## src/hw/rtl/shc_pkg.sv

```systemverilog
// Package with the types, codes and helpers shared by the stepper homing controller.
package shc_pkg;

    // Command codes carried in the opcode field
    typedef enum logic [3:0] {
        OP_TICK         = 4'd0,
        OP_STEP1_TOWARD = 4'd1,
        OP_STEP1_AWAY   = 4'd2,
        OP_STEP2_TOWARD = 4'd3,
        OP_STEP2_AWAY   = 4'd4,
        OP_HOME         = 4'd5,
        OP_READ_SW1     = 4'd6,
        OP_READ_SW2     = 4'd7
    } shc_op_t;

    // Result status codes
    typedef enum logic [1:0] {
        ST_OK       = 2'd0,
        ST_BAD_MASK = 2'd1,
        ST_UNKNOWN  = 2'd2,
        ST_REJECTED = 2'd3
    } shc_status_t;

    // Sequencer phases
    typedef enum logic [2:0] {
        PH_IDLE    = 3'd0,
        PH_SETTLE  = 3'd1,
        PH_LOW     = 3'd2,
        PH_HIGH    = 3'd3,
        PH_HSETTLE = 3'd4,
        PH_HLOW    = 3'd5,
        PH_HHIGH   = 3'd6
    } shc_phase_t;

    // Configuration register indexes
    typedef enum logic [1:0] {
        CFG_HOME_DIR1  = 2'd0,
        CFG_HOME_DIR2  = 2'd1,
        CFG_STEP_DELAY = 2'd2
    } shc_cfg_idx_t;

    localparam int unsigned CFG_IDX_W  = 2;
    localparam int unsigned CFG_DATA_W = 16;
    localparam int unsigned DELAY_W    = 16;
    localparam int unsigned STEPS_W    = 32;

    // One input item
    typedef struct packed {
        logic [3:0]         opcode;
        logic [STEPS_W-1:0] argument;
        logic               limit_switch1;
        logic               limit_switch2;
    } shc_in_t;

    // One result item
    typedef struct packed {
        logic       step_level1;
        logic       dir_level1;
        logic       step_level2;
        logic       dir_level2;
        logic       busy_res;
        logic [1:0] status;
        logic       switch_value;
    } shc_out_t;

    // Configuration seen by the sequencer
    typedef struct packed {
        logic               home_dir1;
        logic               home_dir2;
        logic [DELAY_W-1:0] step_delay;
    } shc_cfg_t;

    // Delay reload value: a zero delay counts as one tick.
    function automatic logic [DELAY_W-1:0] shc_load_delay(input logic [DELAY_W-1:0] d);
        shc_load_delay = (d == '0) ? DELAY_W'(1) : d;
    endfunction

endpackage

```

## src/hw/rtl/shc_cfg_regs.sv

```systemverilog
// Configuration registers of the stepper homing controller.
module shc_cfg_regs
    import shc_pkg::*;
(
    input  logic                  clk,
    input  logic                  rst_n,
    input  logic                  cfg_we,
    input  logic [CFG_IDX_W-1:0]  cfg_index,
    input  logic [CFG_DATA_W-1:0] cfg_data,
    output shc_cfg_t              cfg
);

    logic               home_dir1_reg;
    logic               home_dir2_reg;
    logic [DELAY_W-1:0] step_delay_reg;

    // Register writes decoded by index; unused indexes are ignored.
    always_ff @(posedge clk or negedge rst_n)
    begin
        if (!rst_n)
        begin
            home_dir1_reg  <= 1'b0;
            home_dir2_reg  <= 1'b0;
            step_delay_reg <= DELAY_W'(1);
        end
        else if (cfg_we)
        begin
            unique case (cfg_index)
                CFG_HOME_DIR1:  home_dir1_reg  <= cfg_data[0];
                CFG_HOME_DIR2:  home_dir2_reg  <= cfg_data[0];
                CFG_STEP_DELAY: step_delay_reg <= cfg_data[DELAY_W-1:0];
                default: ;
            endcase
        end
    end

    assign cfg.home_dir1  = home_dir1_reg;
    assign cfg.home_dir2  = home_dir2_reg;
    assign cfg.step_delay = step_delay_reg;

endmodule

```

## src/hw/rtl/shc_core.sv

```systemverilog
// Step and homing sequencer: state registers and the per-item update.
module shc_core
    import shc_pkg::*;
(
    input  logic     clk,
    input  logic     rst_n,
    input  logic     accept,
    input  shc_in_t  item,
    input  shc_cfg_t cfg,
    output shc_out_t result
);

    shc_phase_t         phase_reg, phase_next;
    logic [DELAY_W-1:0] delay_count_reg, delay_count_next;
    logic [STEPS_W-1:0] steps_left_reg, steps_left_next;
    logic               active_axis_reg, active_axis_next;
    logic [1:0]         homing_axes_reg, homing_axes_next;
    logic [1:0]         step_levels_reg, step_levels_next;
    logic [1:0]         dir_levels_reg, dir_levels_next;

    logic               busy;
    logic               expired;
    logic [STEPS_W-1:0] steps_dec;
    logic [1:0]         axis_mask;
    logic [1:0]         switches;
    logic [DELAY_W-1:0] reload;

    assign busy      = (phase_reg != PH_IDLE);
    assign expired   = (delay_count_reg <= DELAY_W'(1));
    assign steps_dec = steps_left_reg - STEPS_W'(1);
    assign axis_mask = active_axis_reg ? 2'b10 : 2'b01;
    assign switches  = {item.limit_switch2, item.limit_switch1};
    assign reload    = shc_load_delay(cfg.step_delay);

    // Next phase
    always_comb
    begin
        phase_next = phase_reg;
        if (accept)
        begin
            unique case (item.opcode) inside
                OP_TICK:
                begin
                    if (busy && expired)
                    begin
                        unique case (phase_reg)
                            PH_SETTLE:  phase_next = (steps_left_reg == '0) ? PH_IDLE : PH_LOW;
                            PH_LOW:     phase_next = PH_HIGH;
                            PH_HIGH:    phase_next = (steps_dec == '0) ? PH_IDLE : PH_LOW;
                            PH_HSETTLE,
                            PH_HHIGH:   phase_next = (switches == 2'b00) ? PH_IDLE : PH_HLOW;
                            PH_HLOW:    phase_next = PH_HHIGH;
                            default:    phase_next = PH_IDLE;
                        endcase
                    end
                end
                [OP_STEP1_TOWARD:OP_STEP2_AWAY]:
                begin
                    if (!busy)
                        phase_next = PH_SETTLE;
                end
                OP_HOME:
                begin
                    if (!busy && (item.argument[STEPS_W-1:2] == '0))
                        phase_next = PH_HSETTLE;
                end
                default: ;
            endcase
        end
    end

    // Counters, pin levels and the result of the item
    always_comb
    begin
        logic level;
        logic axis;

        delay_count_next = delay_count_reg;
        steps_left_next  = steps_left_reg;
        active_axis_next = active_axis_reg;
        homing_axes_next = homing_axes_reg;
        step_levels_next = step_levels_reg;
        dir_levels_next  = dir_levels_reg;
        result.status       = ST_OK;
        result.switch_value = 1'b0;
        level = 1'b0;
        axis  = 1'b0;

        if (accept)
        begin
            case (item.opcode) inside
                OP_TICK:
                begin
                    if (busy)
                    begin
                        if (!expired)
                        begin
                            delay_count_next = delay_count_reg - DELAY_W'(1);
                        end
                        else
                        begin
                            delay_count_next = '0;
                            case (phase_reg)
                                PH_SETTLE:
                                begin
                                    if (steps_left_reg != '0)
                                    begin
                                        step_levels_next = step_levels_reg & ~axis_mask;
                                        delay_count_next = reload;
                                    end
                                end
                                PH_LOW:
                                begin
                                    step_levels_next = step_levels_reg | axis_mask;
                                    delay_count_next = reload;
                                end
                                PH_HIGH:
                                begin
                                    steps_left_next = steps_dec;
                                    if (steps_dec != '0)
                                    begin
                                        step_levels_next = step_levels_reg & ~axis_mask;
                                        delay_count_next = reload;
                                    end
                                end
                                PH_HSETTLE, PH_HHIGH:
                                begin
                                    homing_axes_next = switches;
                                    if (switches != 2'b00)
                                    begin
                                        step_levels_next = step_levels_reg & ~switches;
                                        delay_count_next = reload;
                                    end
                                end
                                PH_HLOW:
                                begin
                                    step_levels_next = step_levels_reg | homing_axes_reg;
                                    delay_count_next = reload;
                                end
                                default: ;
                            endcase
                        end
                    end
                end
                [OP_STEP1_TOWARD:OP_STEP2_AWAY]:
                begin
                    if (busy)
                    begin
                        result.status = ST_REJECTED;
                    end
                    else
                    begin
                        axis  = (item.opcode >= OP_STEP2_TOWARD);
                        level = axis ? cfg.home_dir2 : cfg.home_dir1;
                        if ((item.opcode == OP_STEP1_AWAY) || (item.opcode == OP_STEP2_AWAY))
                            level = ~level;
                        dir_levels_next[axis] = level;
                        active_axis_next = axis;
                        steps_left_next  = item.argument;
                        delay_count_next = reload;
                    end
                end
                OP_HOME:
                begin
                    if (busy)
                        result.status = ST_REJECTED;
                    else if (item.argument[STEPS_W-1:2] != '0)
                        result.status = ST_BAD_MASK;
                    else
                    begin
                        dir_levels_next  = {cfg.home_dir2, cfg.home_dir1};
                        homing_axes_next = 2'b00;
                        delay_count_next = reload;
                    end
                end
                OP_READ_SW1:
                begin
                    if (busy)
                        result.status = ST_REJECTED;
                    else
                        result.switch_value = item.limit_switch1;
                end
                OP_READ_SW2:
                begin
                    if (busy)
                        result.status = ST_REJECTED;
                    else
                        result.switch_value = item.limit_switch2;
                end
                default:
                begin
                    result.status = ST_UNKNOWN;
                end
            endcase
        end

        result.step_level1 = step_levels_next[0];
        result.dir_level1  = dir_levels_next[0];
        result.step_level2 = step_levels_next[1];
        result.dir_level2  = dir_levels_next[1];
        result.busy_res    = (phase_next != PH_IDLE);
    end

    // Sequencer state
    always_ff @(posedge clk or negedge rst_n)
    begin
        if (!rst_n)
        begin
            phase_reg       <= PH_IDLE;
            delay_count_reg <= '0;
            steps_left_reg  <= '0;
            active_axis_reg <= 1'b0;
            homing_axes_reg <= 2'b00;
            step_levels_reg <= 2'b00;
            dir_levels_reg  <= 2'b00;
        end
        else
        begin
            phase_reg       <= phase_next;
            delay_count_reg <= delay_count_next;
            steps_left_reg  <= steps_left_next;
            active_axis_reg <= active_axis_next;
            homing_axes_reg <= homing_axes_next;
            step_levels_reg <= step_levels_next;
            dir_levels_reg  <= dir_levels_next;
        end
    end

endmodule

```

## src/hw/rtl/shc_out_reg.sv

```systemverilog
// Result register that holds one finished result until its transfer.
module shc_out_reg
    import shc_pkg::*;
(
    input  logic     clk,
    input  logic     rst_n,
    input  logic     load,
    input  shc_out_t load_data,
    output logic     space,
    output logic     out_valid,
    input  logic     out_ready,
    output shc_out_t out_data
);

    logic     valid_reg;
    shc_out_t data_reg;

    // A new result may enter when the register is empty or is being drained.
    assign space = !valid_reg || out_ready;

    always_ff @(posedge clk or negedge rst_n)
    begin
        if (!rst_n)
            valid_reg <= 1'b0;
        else if (load)
            valid_reg <= 1'b1;
        else if (out_ready)
            valid_reg <= 1'b0;
    end

    always_ff @(posedge clk)
    begin
        if (load)
            data_reg <= load_data;
    end

    assign out_valid = valid_reg;
    assign out_data  = data_reg;

endmodule

```

## src/hw/rtl/two_axis_stepper_homing_controller.sv

```systemverilog
// A result is registered at its input transfer and offered in the next cycle.
// Throughput: one item per cycle; the state update is done at the input transfer
// and the result register drains while the next item is taken.
// Input ready is low only while a held result waits and the output is stalled.
// Reset (rst_n, asynchronous, active low) clears the sequencer to idle with all pins low,
// home directions to 0 and the step delay to 1.
module two_axis_stepper_homing_controller
    import shc_pkg::*;
(
    input  logic                  clk,
    input  logic                  rst_n,
    input  logic                  in_valid,
    output logic                  in_ready,
    input  shc_in_t               in_data,
    output logic                  out_valid,
    input  logic                  out_ready,
    output shc_out_t              out_data,
    input  logic                  cfg_we,
    input  logic [CFG_IDX_W-1:0]  cfg_index,
    input  logic [CFG_DATA_W-1:0] cfg_data
);

    shc_cfg_t cfg;
    shc_out_t result;
    logic     accept;

    assign accept = in_valid && in_ready;

    shc_cfg_regs u_cfg (
        .clk       (clk),
        .rst_n     (rst_n),
        .cfg_we    (cfg_we),
        .cfg_index (cfg_index),
        .cfg_data  (cfg_data),
        .cfg       (cfg)
    );

    shc_core u_core (
        .clk    (clk),
        .rst_n  (rst_n),
        .accept (accept),
        .item   (in_data),
        .cfg    (cfg),
        .result (result)
    );

    shc_out_reg u_out (
        .clk       (clk),
        .rst_n     (rst_n),
        .load      (accept),
        .load_data (result),
        .space     (in_ready),
        .out_valid (out_valid),
        .out_ready (out_ready),
        .out_data  (out_data)
    );

endmodule

```

## config.mk

```make
export PLATFORM = sky130hd
export DESIGN_NAME = two_axis_stepper_homing_controller
export DESIGN_NICKNAME = d
export VERILOG_FILES = /design/src/hw/rtl/shc_pkg.sv /design/src/hw/rtl/shc_cfg_regs.sv /design/src/hw/rtl/shc_core.sv /design/src/hw/rtl/shc_out_reg.sv /design/src/hw/rtl/two_axis_stepper_homing_controller.sv
export SDC_FILE = /design/constraint.sdc
export NUM_CORES = 1
export LEC_CHECK = 0
export BUFFER_PORTS_ARGS = -buffer_cell sky130_fd_sc_hd__buf_4
export CAP_MARGIN = 25
export CORE_MARGIN = 2
export CORE_UTILIZATION = 25
export CTS_CLUSTER_DIAMETER = 80
export DETAILED_ROUTE_END_ITERATION = 10
export PLACE_DENSITY = 0.41
export SETUP_SLACK_MARGIN = 0.15
export SLEW_MARGIN = 20
export SYNTH_ARGS = -nofsm -noshare
export SYNTH_HDL_FRONTEND = slang
export SYNTH_HIERARCHICAL = 1
export SYNTH_SLANG_ARGS = --single-unit
```

## constraint.sdc

```tcl
create_clock -name clk -period 4.45 [get_ports clk]
set_input_delay 0.445 -clock clk [delete_from_list [all_inputs] [get_ports clk]]
set_output_delay 0.445 -clock clk [all_outputs]
set_load 0.005 [all_outputs]
```

* After elaboration in Yosys (flattened, before gate mapping)
Index checks and enable logic that the tools add are counted.
** Operators by class
- Multiplexer cells :: 74
- Multipliers :: 0
- Bitwise logic cells :: 9
- Shifts and indexed selects :: 0
- Equality and inequality tests :: 21
- Add/subtract/negate cells :: 2
- Magnitude comparators :: 6
- Reduce and logical (&&, ||, !) cells :: 36
- Divide/modulo/power cells :: 0
** Operators by type and width (count)
- $mux 16 :: 12
- $mux 32 :: 6
- $logic_not 32->1 :: 2
- $pmux 16 s4 :: 1
- $reduce_bool 32->1 :: 2
- $mux 2 :: 31
- $sub 32x1->32 const B :: 1
- $logic_not 30->1 :: 1
- $reduce_bool 30->1 :: 1
- $eq 4x3->1 const B :: 4
- $le 16x1->1 const B :: 1
- $logic_not 16->1 :: 1
- $sub 16x1->16 const B :: 1
- $mux 3 :: 5
- $pmux 3 s5 :: 1
- $mux 1 :: 14
- $pmux 2 s5 :: 1
- $eq 3x3->1 const B :: 3
- $pmux 3 s3 :: 1
- $reduce_bool 3->1 :: 3
- $ne 2x2->1 const B :: 4
- $reduce_and 8->1 :: 1
- $reduce_bool 2->1 :: 4
- $eq 3x2->1 const B :: 2
- other kinds (28) :: 45
** Storage, ports and cells
- Memory bits (writable) :: 0
- Logic and storage cells :: 166
- Register bits :: 85
- Input bits :: 61
- Memory bits (read-only) :: 0
- Memories kept :: 0
- Output and inout port bits :: 10
- Latch bits :: 0

* Longest topological paths before layout
Gate-level depths: netlist of run 1.
- Depth in word-level cells :: 13
- Mapped depth :: 12
- Mapped depth without buffers :: 10

* Cells and area by module
Netlist of run 1, hierarchy kept.
** By module, submodules not included
- shc_core :: seq. area each 1451.4 µm², instances 1, area each 4580.6 µm², cells an instance 592
- shc_cfg_regs :: seq. area each 451.7 µm², instances 1, area each 753.2 µm², cells an instance 42
- shc_out_reg :: seq. area each 265.3 µm², instances 1, area each 287.8 µm², cells an instance 11
- two_axis_stepper_homing_controller :: seq. area each 0.0 µm², instances 1, area each 6.3 µm², cells an instance 1

* Worst setup path after synthesis of run 1
Ideal clock, no wire load.
- Kind :: register to register
- Start point :: register u_core.steps_left_reg[0]
- End point :: register u_out.data_reg (netlist bit u_out/out_data[3]) (data pin)
- Required time :: 4.185 ns
- Buffers on the path :: 0
- Setup slack :: 1.425 ns
- Library setup time :: 0.265 ns
- Period minus slack after synthesis :: 3.025 ns
- Arrival time :: 2.759 ns
- Cell stages (with the launch flop) :: 11
- Cell sequence :: dfrtp_1 > inv_1 > ha_1 > nor3b_4 > nand3_1 > or4_4 > a211o_1 > nor4_2 > and4_4 > o21ai_2 > or3_1
** RTL lines
- start: declaration :: line shc_core.sv:15 : logic [STEPS_W-1:0] steps_left_reg, steps_left_next;
- start signal: assignment :: line shc_core.sv:221 : steps_left_reg <= steps_left_next;
- end signal: assignment :: line shc_out_reg.sv:34 : data_reg <= load_data;
- end: declaration :: line shc_out_reg.sv:16 : shc_out_t data_reg;

* Worst setup path in the final report of run 1
- Start point :: register u_core.steps_left_reg[0]
- End point :: register u_core.delay_count_reg[9]
** Between the ends
- Cells in the longest elaborated chain, start to end :: 7
- Elaborated cells between the ends (all ways) :: 9
- Classes of those cells :: add/sub (1); mux (6); reduce/logical (2)
** Ends and longest elaborated chain
- $sub 32x1->32 :: line shc_core.sv:30 : assign steps_dec = steps_left_reg - STEPS_W'(1);
- $reduce_bool 32->1 :: line shc_core.sv:120 : if (steps_dec != '0)
- $mux 16 :: line shc_core.sv:120
- $pmux 16 s4 * :: line shc_core.sv:103 : case (phase_reg)
- $mux 16 * :: line shc_core.sv:96 : if (!expired)
- $mux 16 * :: line shc_core.sv:94 : if (busy)
- $mux 16 * :: line shc_core.sv:91 : case (item.opcode) inside
- end signal: assignment :: line shc_core.sv:220 : delay_count_reg <= delay_count_next;
- end: declaration :: line shc_core.sv:14 : logic [DELAY_W-1:0] delay_count_reg, delay_count_next;
Every way passes the cells marked *; elsewhere a longest branch is shown, timed or not. The select of a mux whose other input is x is not followed.
A chain may end at the register's enable or synchronous reset.

==> results of run 1 <==
-- critical path, cell delays in order, from the launching register on --
cell and delay (ps):
dfrtp_1 430, inv_1 110, ha_1 260, nor3b_4 320, nand3_1 180, or4_4 520
a211o_1 330, nor4_1 340, a41o_1 260, a21oi_2 200, a221o_1 430
-- cells in the mapped netlist (3+ instances only) --
cell type,instances
a21oi_1,39
dfrtp_1,76
ha_1,6
clkbuf_1,24
o21ai_0,66
a221o_1,4
buf_6,5
nor2_1,74
nor4_1,29
nand2_1,48
xnor2_1,9
xor2_1,4
a32oi_1,3
a21o_1,12
nor4_2,3
a22oi_1,6
buf_4,3
nor2b_1,4
or4_1,6
edfxtp_1,8
o311ai_0,4
o31ai_1,5
and2_1,4
o22a_1,4
mux2_2,8
a31oi_1,8
mux2_4,10
nand2b_1,5
o21a_1,6
nor3_1,20
a211oi_1,4
a2bb2oi_1,5
a2111oi_0,4
or3_1,10
o22ai_1,8
inv_1,19
buf_1,4
nand3_1,21
a211o_1,3
nand4_1,8
-- power by group --
part	total, mW	switching, mW	internal, mW	leakage, nW
Combinational	0.921	0.498	0.423	1.50
Clock	0.793	0.348	0.445	0.150
Sequential	1.40	0.362	1.04	0.998
Total	3.11	1.21	1.90	2.64
-- per-layer routing --
metal	wire, um	global-route usage	up-vias
li1	-	-	2515
met4	293	0.0507	0
met5	0	0	-
met1	8500	0.212	2592
met2	7870	0.235	121
met3	616	0.0203	16
-- cells by family (layout without fill, tap and decap cells) --
family / after synthesis / after routing / synth area share
and+or+nand+nor: 257 / 257 / 0.246
adders and majority gates: 6 / 6 / 0.0133
buffers and inverters: 60 / 112 / 0.0534
AOI/OAI and AO/OA: 205 / 205 / 0.236
muxes: 20 / 20 / 0.0462
xor gates and xnor gates: 13 / 13 / 0.0202
DFF: 85 / 85 / 0.385
-- through the flow --
| stage | power [mW] | worst slack, ps | util |
|---|---|---|---|
| 2_1_floorplan | 2.01 | 1430 | - |
| 6_report | 3.11 | 949 | 0.302 |
| 4_1_cts | 3.14 | 941 | 0.302 |
| 3_3_place_gp | 2.31 | 1000 | 0.288 |
| 3_5_place_dp | 2.33 | 960 | 0.288 |
| 5_1_grt | 3.34 | 771 | 0.302 |
-- layout make-up --
| type | instances | area share |
|---|---|---|
| repair buffers | 77 | 0.0871 |
| clock inverters | 7 | 0.0124 |
| multi-input cells | 501 | 0.476 |
| well taps | 280 | 0.0528 |
| flip-flops and latches | 85 | 0.327 |
| inverters | 19 | 0.0107 |
| clock buffers | 9 | 0.0339 |
-- how the worst max path moves through the flow --
stage                        startpoint                         end  slack, ps  cells after the start
6_report       u_core/steps_left_reg[0]   u_core/delay_count_reg[9]        950                     10
5_1_grt        u_core/steps_left_reg[0]   u_core/delay_count_reg[9]        770                     10
4_1_cts        u_core/steps_left_reg[0]   u_core/delay_count_reg[9]        940                     10
3_5_place_dp   u_core/steps_left_reg[0]  u_core/delay_count_reg[14]        960                     10
3_3_place_gp   u_core/steps_left_reg[0]   u_core/delay_count_reg[9]       1000                     10
2_1_floorplan  u_core/steps_left_reg[0]           u_out/out_data[3]       1430                     10
==> results.yml, run 1 <==
grt:
  antenna_found_initial: 0
  grt_max_degree: 57
  grt.total_usage: 0.150
  grt_remaining_overflow: 0
  grt_pass1_wl_um: 28600
  grt_pass1_vias: 5310
final_layout:
  drive_gt1_frac: 0.196
  seq_area_sq_um: 2170
  final_nets: 760
  final_common_cell: "buf_4"
  area_growth_pct: 17.9
  multi_input_area_sq_um: 3160
  largest_register_ffs: 32
  final_cell_mix: "77 x buf_4, 76 x dfrtp_1, 74 x nor2_1, 66 x o21ai_0, 48 x nand2_1"
  final_area_sq_um: 6640
  n_antenna_cell: 0
  fill_cells: 2303
  finalNonFillerCells: 978
die:
  io-pin-count: 71
  rows: 54
  die_height_um: 154
  start_util: 0.256
  fp.coreArea_sq_um: 22000
  dieArea_sq_um: 23700
  die_w_um: 154
setup_path:
  worstPathArrival_ps: 3730
  worst-r2r-cell-count: 10
  cp_max_fo: 14
  startpoint_type: "register"
  r2r-start: "u_core/steps_left_reg[0]"
  required_ps: 4680
  rrSetupSlack_ps: 950
  worstSetupPathType: "reg -> reg"
  end_kind: "register"
  r2r_end: "u_core/delay_count_reg[9]"
cts:
  post_cts_resized: 0
  clockRootBuffer: "clkbuf_16"
  clk_path_buf_depth: 2
  clk_pin_slew_ps: 70
  tritoncts: "done"
  cts_num_sinks: 85
  cts_setup_buffers: 0
  ctsHoldBuffers: 0
  clock_latency_ps: 350
  htreeDepth: 3
  cts_inserted_buffers: 9
yosys:
  syn-instance-count: 646
  yosysSeqAreaShare: 0.385
  async_reset_ff_frac: 0.906
  synth_ff_type: "dfrtp_1"
  synth_fp_nets: 713
  synth_area_leaders: "dfrtp_1 34%, o21ai_0 5.9%, nor2_1 4.9%"
  synth.top_cell.area_share: 0.338
  syn_avg_cell_area_sq_um: 8.71
  synth_top_area_cell: "dfrtp_1"
  ys_warn_count: 6
  synth_seq_cells: 85
  ys_types: 82
  synth_area_sq_um: 5630
  synth-edff-count: 8
routing:
  via_per_inst: 5.36
  wl_um: 17300
  drc: 0
  antenna_left: 0
  drt_pre_antenna_iters: 5
  route.vias.total: 5244
  wl_per_cell_um: 17.7
  drtIter0Drc: 403
hold_path:
  hold_class: "in -> async"
sta:
  setup_violations: 0
  slew_headroom: 0.443
  max_freq_mhz: 286
  slew_viol_final: 0
  holdWs_ps: 130
  fin_crit_sh: 0.787
  skew_ps: 9.99
  max_slew.worst_pin.slew_ps: 835
  hold_viol: 0
  setup-tns-final_ps: 0
  rsz0062_at_grt: "no"
  finalCriticalPeriod_ps: 3500
placed_design:
  io_buffers: 70
  place.detailed.hpwl_um: 12500
  dpl_cell_area_sq_um: 6330
  gp_congestion: 0.839
  dp_cells: 962
run:
  maxCapViolCount: 0
run_status:
  outcome: "complete, no violations"
pwr:
  power_density_nw_per_um2: 469
  vdd_drop_max_v: 0.000178
  p_leak_nw: 2.64
Power figures use the tool's default switching activity.
==> run 2: changes to the inputs <==
--- a/config.mk
+++ b/config.mk
@@ -5,6 +5,7 @@
 export SDC_FILE = /design/constraint.sdc
 export NUM_CORES = 1
 export LEC_CHECK = 0
+export ABC_AREA = 1
 export BUFFER_PORTS_ARGS = -buffer_cell sky130_fd_sc_hd__buf_4
 export CAP_MARGIN = 25
 export CORE_MARGIN = 2
==> constraint.sdc (replaced) <==
create_clock -name clk -period 3.4 [get_ports clk]
set_input_delay 0.34 -clock clk [delete_from_list [all_inputs] [get_ports clk]]
set_output_delay 0.34 -clock clk [all_outputs]
set_load 0.005 [all_outputs]
==> run 2 against run 1 <==
Effect of this change:
- final cell count up 35%
- via count up 17%
- synthesized cell count up 43%
- clock skew about the same
- flip-flop and latch count unchanged
- routed wire length up 16%
- clock-buffer cell count up 4
- non-clock buffer count up 9
- die area up 8.4%
- sequential power up 20%
- largest power group is now combinational logic
==> results.yml, run 2 <==
yosys:
  ys_types: 41
  synth-edff-count: 8
  yosysMostFrequentCell: "nand2_1"
  synthTopCellsByCount: "248 x nand2_1, 142 x nor2_1, 100 x inv_1, 76 x dfrtp_1, 70 x o21ai_0"
  syn-instance-count: 924
  synth_ff_type: "dfrtp_1"
  yosysSeqAreaShare: 0.355
  async_reset_ff_frac: 0.906
  synth_top_area_cell: "dfrtp_1"
  synth_fp_nets: 991
  synth_seq_cells: 85
  synth.top_cell.area_share: 0.311
  syn_avg_cell_area_sq_um: 6.61
  synth_area_leaders: "dfrtp_1 31%, nand2_1 15%, nor2_1 8.7%"
  synth_area_sq_um: 6110
  ys_warn_count: 6
final_layout:
  drive_gt1_frac: 0.128
  final_common_cell: "nand2_1"
  n_antenna_cell: 0
  final_area_sq_um: 7310
  finalNonFillerCells: 1319
  seq_area_sq_um: 2170
  final_core_util: 0.302
  final_cell_mix: "248 x nand2_1, 142 x nor2_1, 100 x inv_1, 85 x buf_4, 76 x dfrtp_1"
  final_nets: 1057
  area_growth_pct: 19.6
  fill_cells: 2708
  largest_register_ffs: 32
  multi_input_area_sq_um: 3380
routing:
  antenna_left: 0
  drtIter0Drc: 333
  via_per_inst: 4.66
  wl_per_cell_um: 15.2
  route.vias.total: 6151
  drc: 0
  drt_pre_antenna_iters: 5
  wl_um: 20000
grt:
  grt_pass1_wl_um: 32900
  antenna_found_initial: 0
  grt_pass1_vias: 6101
  grt.total_usage: 0.161
  grt_remaining_overflow: 0
  grt_max_degree: 45
setup_path:
  cp_max_fo: 11
  worstSetupPathType: "reg -> reg"
  worstPathArrival_ps: 2920
  end_kind: "register"
  required_ps: 3490
  startpoint_type: "register"
hold_path:
  hold_class: "in -> reg"
cts:
  clk_path_buf_depth: 2
  cts_inserted_buffers: 9
  clock_latency_ps: 350
  ctsHoldBuffers: 1
  tritoncts: "done"
  cts_num_sinks: 85
  htreeDepth: 3
  post_cts_resized: 0
  clk_pin_slew_ps: 70
  clockRootBuffer: "clkbuf_16"
  cts_setup_buffers: 0
run:
  maxCapViolCount: 0
die:
  die_w_um: 160
  fp.coreArea_sq_um: 24200
  die_height_um: 160
  start_util: 0.253
  io-pin-count: 71
  rows: 57
  dieArea_sq_um: 25700
sta:
  max_slew.worst_pin.slew_ps: 625
  finalCriticalPeriod_ps: 2820
  max_freq_mhz: 355
  skew_ps: 10.4
  slew_viol_final: 0
  rsz0062_at_grt: "no"
  setup_violations: 0
  fin_crit_sh: 0.830
  hold_viol: 0
  slew_headroom: 0.580
  setup-tns-final_ps: 0
placed_design:
  place.detailed.hpwl_um: 15300
  gp_congestion: 0.835
  dp_cells: 1302
  dpl_cell_area_sq_um: 6990
  io_buffers: 70
run_status:
  outcome: "complete, no violations"
pwr:
  power_density_nw_per_um2: 643
  vdd_drop_max_v: 0.000230
  p_leak_nw: 3.29
[run 2: final timing paths]
kind / end / cells past startpoint / start / slack (ps)
min in group asynchronous: u_core/steps_left_reg[2] / 2 / rst_n / 470
setup reg to reg: u_out/out_data[3] / 15 / u_core/steps_left_reg[0] / 580
hold / removal: u_cfg/step_delay_reg[1] / 3 / cfg_data[1] / 230
hold reg to reg: u_cfg/step_delay_reg[0] / 2 / u_cfg/step_delay_reg[0] / 470
max in group asynchronous: u_cfg/step_delay_reg[0] / 3 / rst_n / 2180
setup / recovery: u_out/out_data[3] / 15 / u_core/steps_left_reg[0] / 580
[run 2: kinds of logic (layout without fill, tap and decap cells)]
group                      count (synthesis)  in the layout  share of synthesized area
DFF                                       85             85                      0.355
and+or+nand+nor                          530            530                      0.382
xor gates and xnor gates                  10             10                     0.0143
buffers and inverters                    135            206                     0.0923
adders and majority gates                  6              6                     0.0123
muxes                                      1              1                    0.00164
AOI/OAI and AO/OA                        157            157                      0.143
[run 2: area by class of cell]
| cell class | instances | area share |
|---|---|---|
| multi-input combinational | 704 | 0.463 |
| timing repair buffer | 86 | 0.0887 |
| inverter | 104 | 0.0534 |
| clock buffer | 13 | 0.0371 |
| tap | 324 | 0.0555 |
| sequential | 85 | 0.297 |
| clock inverter | 3 | 0.00582 |
[run 2: power by group]
group / total, mW / internal (mW) / switching, mW
logic: 1.95 / 0.670 / 1.28
registers: 1.68 / 1.32 / 0.354
clock network: 1.08 / 0.635 / 0.443
total: 4.70 / 2.63 / 2.07
[run 2: critical path, cell delays in order, from the launching register on]
cell and delay (ps):
dfrtp_1 400, inv_1 180, ha_1 250, nand2_2 130, nor2_4 290, nand2_1 160, nand2_1 110, nand2_1 70
nor2_1 100, nand2_1 60, nor3_1 200, nand3_1 170, nand2_2 120, nand2_1 60, a21oi_1 170, nand3_1 80
[run 2: metrics by stage]
| step | power, mW | hold WS, ps | setup slack [ps] |
|---|---|---|---|
| after global routing | 5.12 | 239 | 291 |
| final | 4.70 | 235 | 579 |
| after floorplan | 3.05 | 44.4 | 1140 |
| after global placement | 3.65 | 326 | 625 |
| after CTS | 4.75 | 221 | 582 |
| after detailed placement | 3.64 | 322 | 523 |
[run 2: routing by layer]
layer / GRT usage / vias to the layer above / share of wire
li1: - / 3184 / -
met1: 0.213 / 2828 / 0.47
met2: 0.274 / 118 / 0.47
met3: 0.0253 / 21 / 0.036
met4: 0.0471 / 0 / 0.019
met5: 0 / - / 0
==> run 3: changes to the inputs <==
==> constraint.sdc (replaced) <==
create_clock -name clk -period 2.9 [get_ports clk]
set_input_delay 0.29 -clock clk [delete_from_list [all_inputs] [get_ports clk]]
set_output_delay 0.29 -clock clk [all_outputs]
set_load 0.005 [all_outputs]
==> run 3 against run 2 <==
Effect of this change:
- routed wire length is 0.64% lower
- largest cell class unchanged
- maximum frequency up 8.8%
- setup slack worse by 270 ps
- highest routed layer unchanged
- sequential power is 18% higher
==> results.yml, run 3 (synthesis results as in run 2) <==
final_layout:
  n_antenna_cell: 0
  largest_register_ffs: 32
  drive_gt1_frac: 0.147
  final_cell_mix: "248 x nand2_1, 140 x nor2_1, 99 x inv_1, 96 x buf_4, 76 x dfrtp_1"
  area_growth_pct: 21.9
  final_nets: 1069
  fill_cells: 2668
  final_common_cell: "nand2_1"
  seq_area_sq_um: 2170
  multi_input_area_sq_um: 3410
die:
  fp.coreArea_sq_um: 24200
  rows: 57
  dieArea_sq_um: 25700
  io-pin-count: 71
  die_height_um: 160
  start_util: 0.253
  die_w_um: 160
pwr:
  power_density_nw_per_um2: 764
  p_leak_nw: 3.36
  vdd_drop_max_v: 0.000387
  power.total_mw: 5.69
setup_path:
  cp_max_fo: 7
  cpPeakStageDelay_ps: 410
  worstPathArrival_ps: 2680
  cpMostUsedCell: "nand2_1"
  startpoint_type: "register"
  crit_path_top_delay_cell: "dfrtp_1"
  end_kind: "register"
  path_cells: "inv_2 -> ha_2 -> nand2_2 -> nor2_4 -> buf_4 -> nand3_1 -> nand2_1 -> nand2_1 -> nor2_1 -> nand2_1 -> nor2_1 -> nand3_1 -> nand2_2 -> nand2_1 -> a21oi_2 -> nand3_1"
  worstSetupPathType: "reg -> reg"
  required_ps: 2990
run:
  maxCapViolCount: 0
sta:
  hold_viol: 0
  slew_headroom: 0.563
  holdWs_ps: 175
  slew_viol_final: 0
  rsz0062_at_grt: "yes"
  skew_ps: 16.4
  finalCriticalPeriod_ps: 2590
  max_freq_mhz: 386
  fin_crit_sh: 0.894
  setup_violations: 0
  max_slew.worst_pin.slew_ps: 656
  setup-tns-final_ps: 0
grt:
  grt_pass1_vias: 6173
  grt_remaining_overflow: 0
  antenna_found_initial: 0
  grt.total_usage: 0.160
  grt_max_degree: 53
  grt_pass1_wl_um: 32700
cts:
  tritoncts: "done"
  clock_latency_ps: 360
  cts_inserted_buffers: 9
  htreeDepth: 3
  clockRootBuffer: "clkbuf_16"
  clk_pin_slew_ps: 80
  clk_path_buf_depth: 2
  cts_num_sinks: 85
routing:
  antenna_left: 0
  drc: 0
  drtIter0Drc: 316
  route.vias.total: 6165
  via_per_inst: 4.63
  wl_um: 19900
  drt_pre_antenna_iters: 5
  wl_per_cell_um: 14.9
placed_design:
  gp_congestion: 0.849
  place.detailed.hpwl_um: 15300
  io_buffers: 70
hold_path:
  hold_class: "in -> reg"
run_status:
  outcome: "complete, no violations"
## run 3: changes by cell type in the layout (fill, tap and decap cells not counted), moves of 2 or more
cell / change
inv_6: +2
nor2_1: -2
clkbuf_1: -2
buf_4: +11
## run 3: through the flow
step / cells / setup WS (ps) / area [sq um] / util
after floorplan: 924 / 640 / 6110 / -
after global placement: 1308 / 174 / 7030 / 0.291
after detailed placement: 1308 / 114 / 7030 / 0.291
after CTS: 1329 / 174 / 7410 / 0.307
after global routing: 1331 / 108 / 7450 / 0.308
final: 1331 / 308 / 7450 / 0.308
## run 3: layout make-up
cell class                      instances  area share
Multi-Input combinational cell        704       0.458
Sequential cell                        85       0.291
Timing Repair Buffer                   98       0.101
Tap cell                              324      0.0544
Inverter                              104      0.0524
Clock buffer                           11      0.0354
Clock inverter                          5     0.00839
## run 3: timing repair
item,in CTS,in global routing
pin swaps,1,2
hold buffers,1,0
endpoints found under the setup margin,1,22
buffers inserted,4,2
cloned,0,0
endpoints found under the hold margin,38,0
resized for setup,0,8
## run 3: final timing paths
check                                         start                         to  slack [ps]  depth (start not counted)
max                        u_core/steps_left_reg[0]          u_out/out_data[3]         310                         16
min in group asynchronous                     rst_n   u_core/steps_left_reg[6]         500                          2
max in group asynchronous                     rst_n  u_core/step_levels_reg[0]        1690                          3
min reg2reg                 u_cfg/step_delay_reg[0]    u_cfg/step_delay_reg[0]         470                          2
min                                     cfg_data[6]    u_cfg/step_delay_reg[6]         180                          3
max reg2reg                u_core/steps_left_reg[0]          u_out/out_data[3]         310                         16
## run 3: worst max-delay path, delay by kind of cell, from the launching register on
kind | cells | cell delay (ps)
buffers and inverters | 2 | 290
AOI/OAI and AO/OA | 1 | 140
adders and majority gates | 1 | 220
DFF | 1 | 410
and+or+nand+nor | 12 | 1280
## run 3: power breakdown
| part | total (mW) | switching (mW) | internal (mW) |
|---|---|---|---|
| Combinational | 2.42 | 1.54 | 0.879 |
| Sequential | 1.98 | 0.427 | 1.55 |
| Clock | 1.30 | 0.550 | 0.751 |
| Total | 5.69 | 2.52 | 3.18 |
## run 3: routing by layer
layer,vias to the layer above,share of wire,routed length (um),track usage
met1,2833,0.48,9450,0.206
li1,3198,-,-,-
met2,122,0.47,9420,0.277
met4,0,0.011,226,0.0360
met5,-,0,0,0
met3,12,0.040,787,0.0328
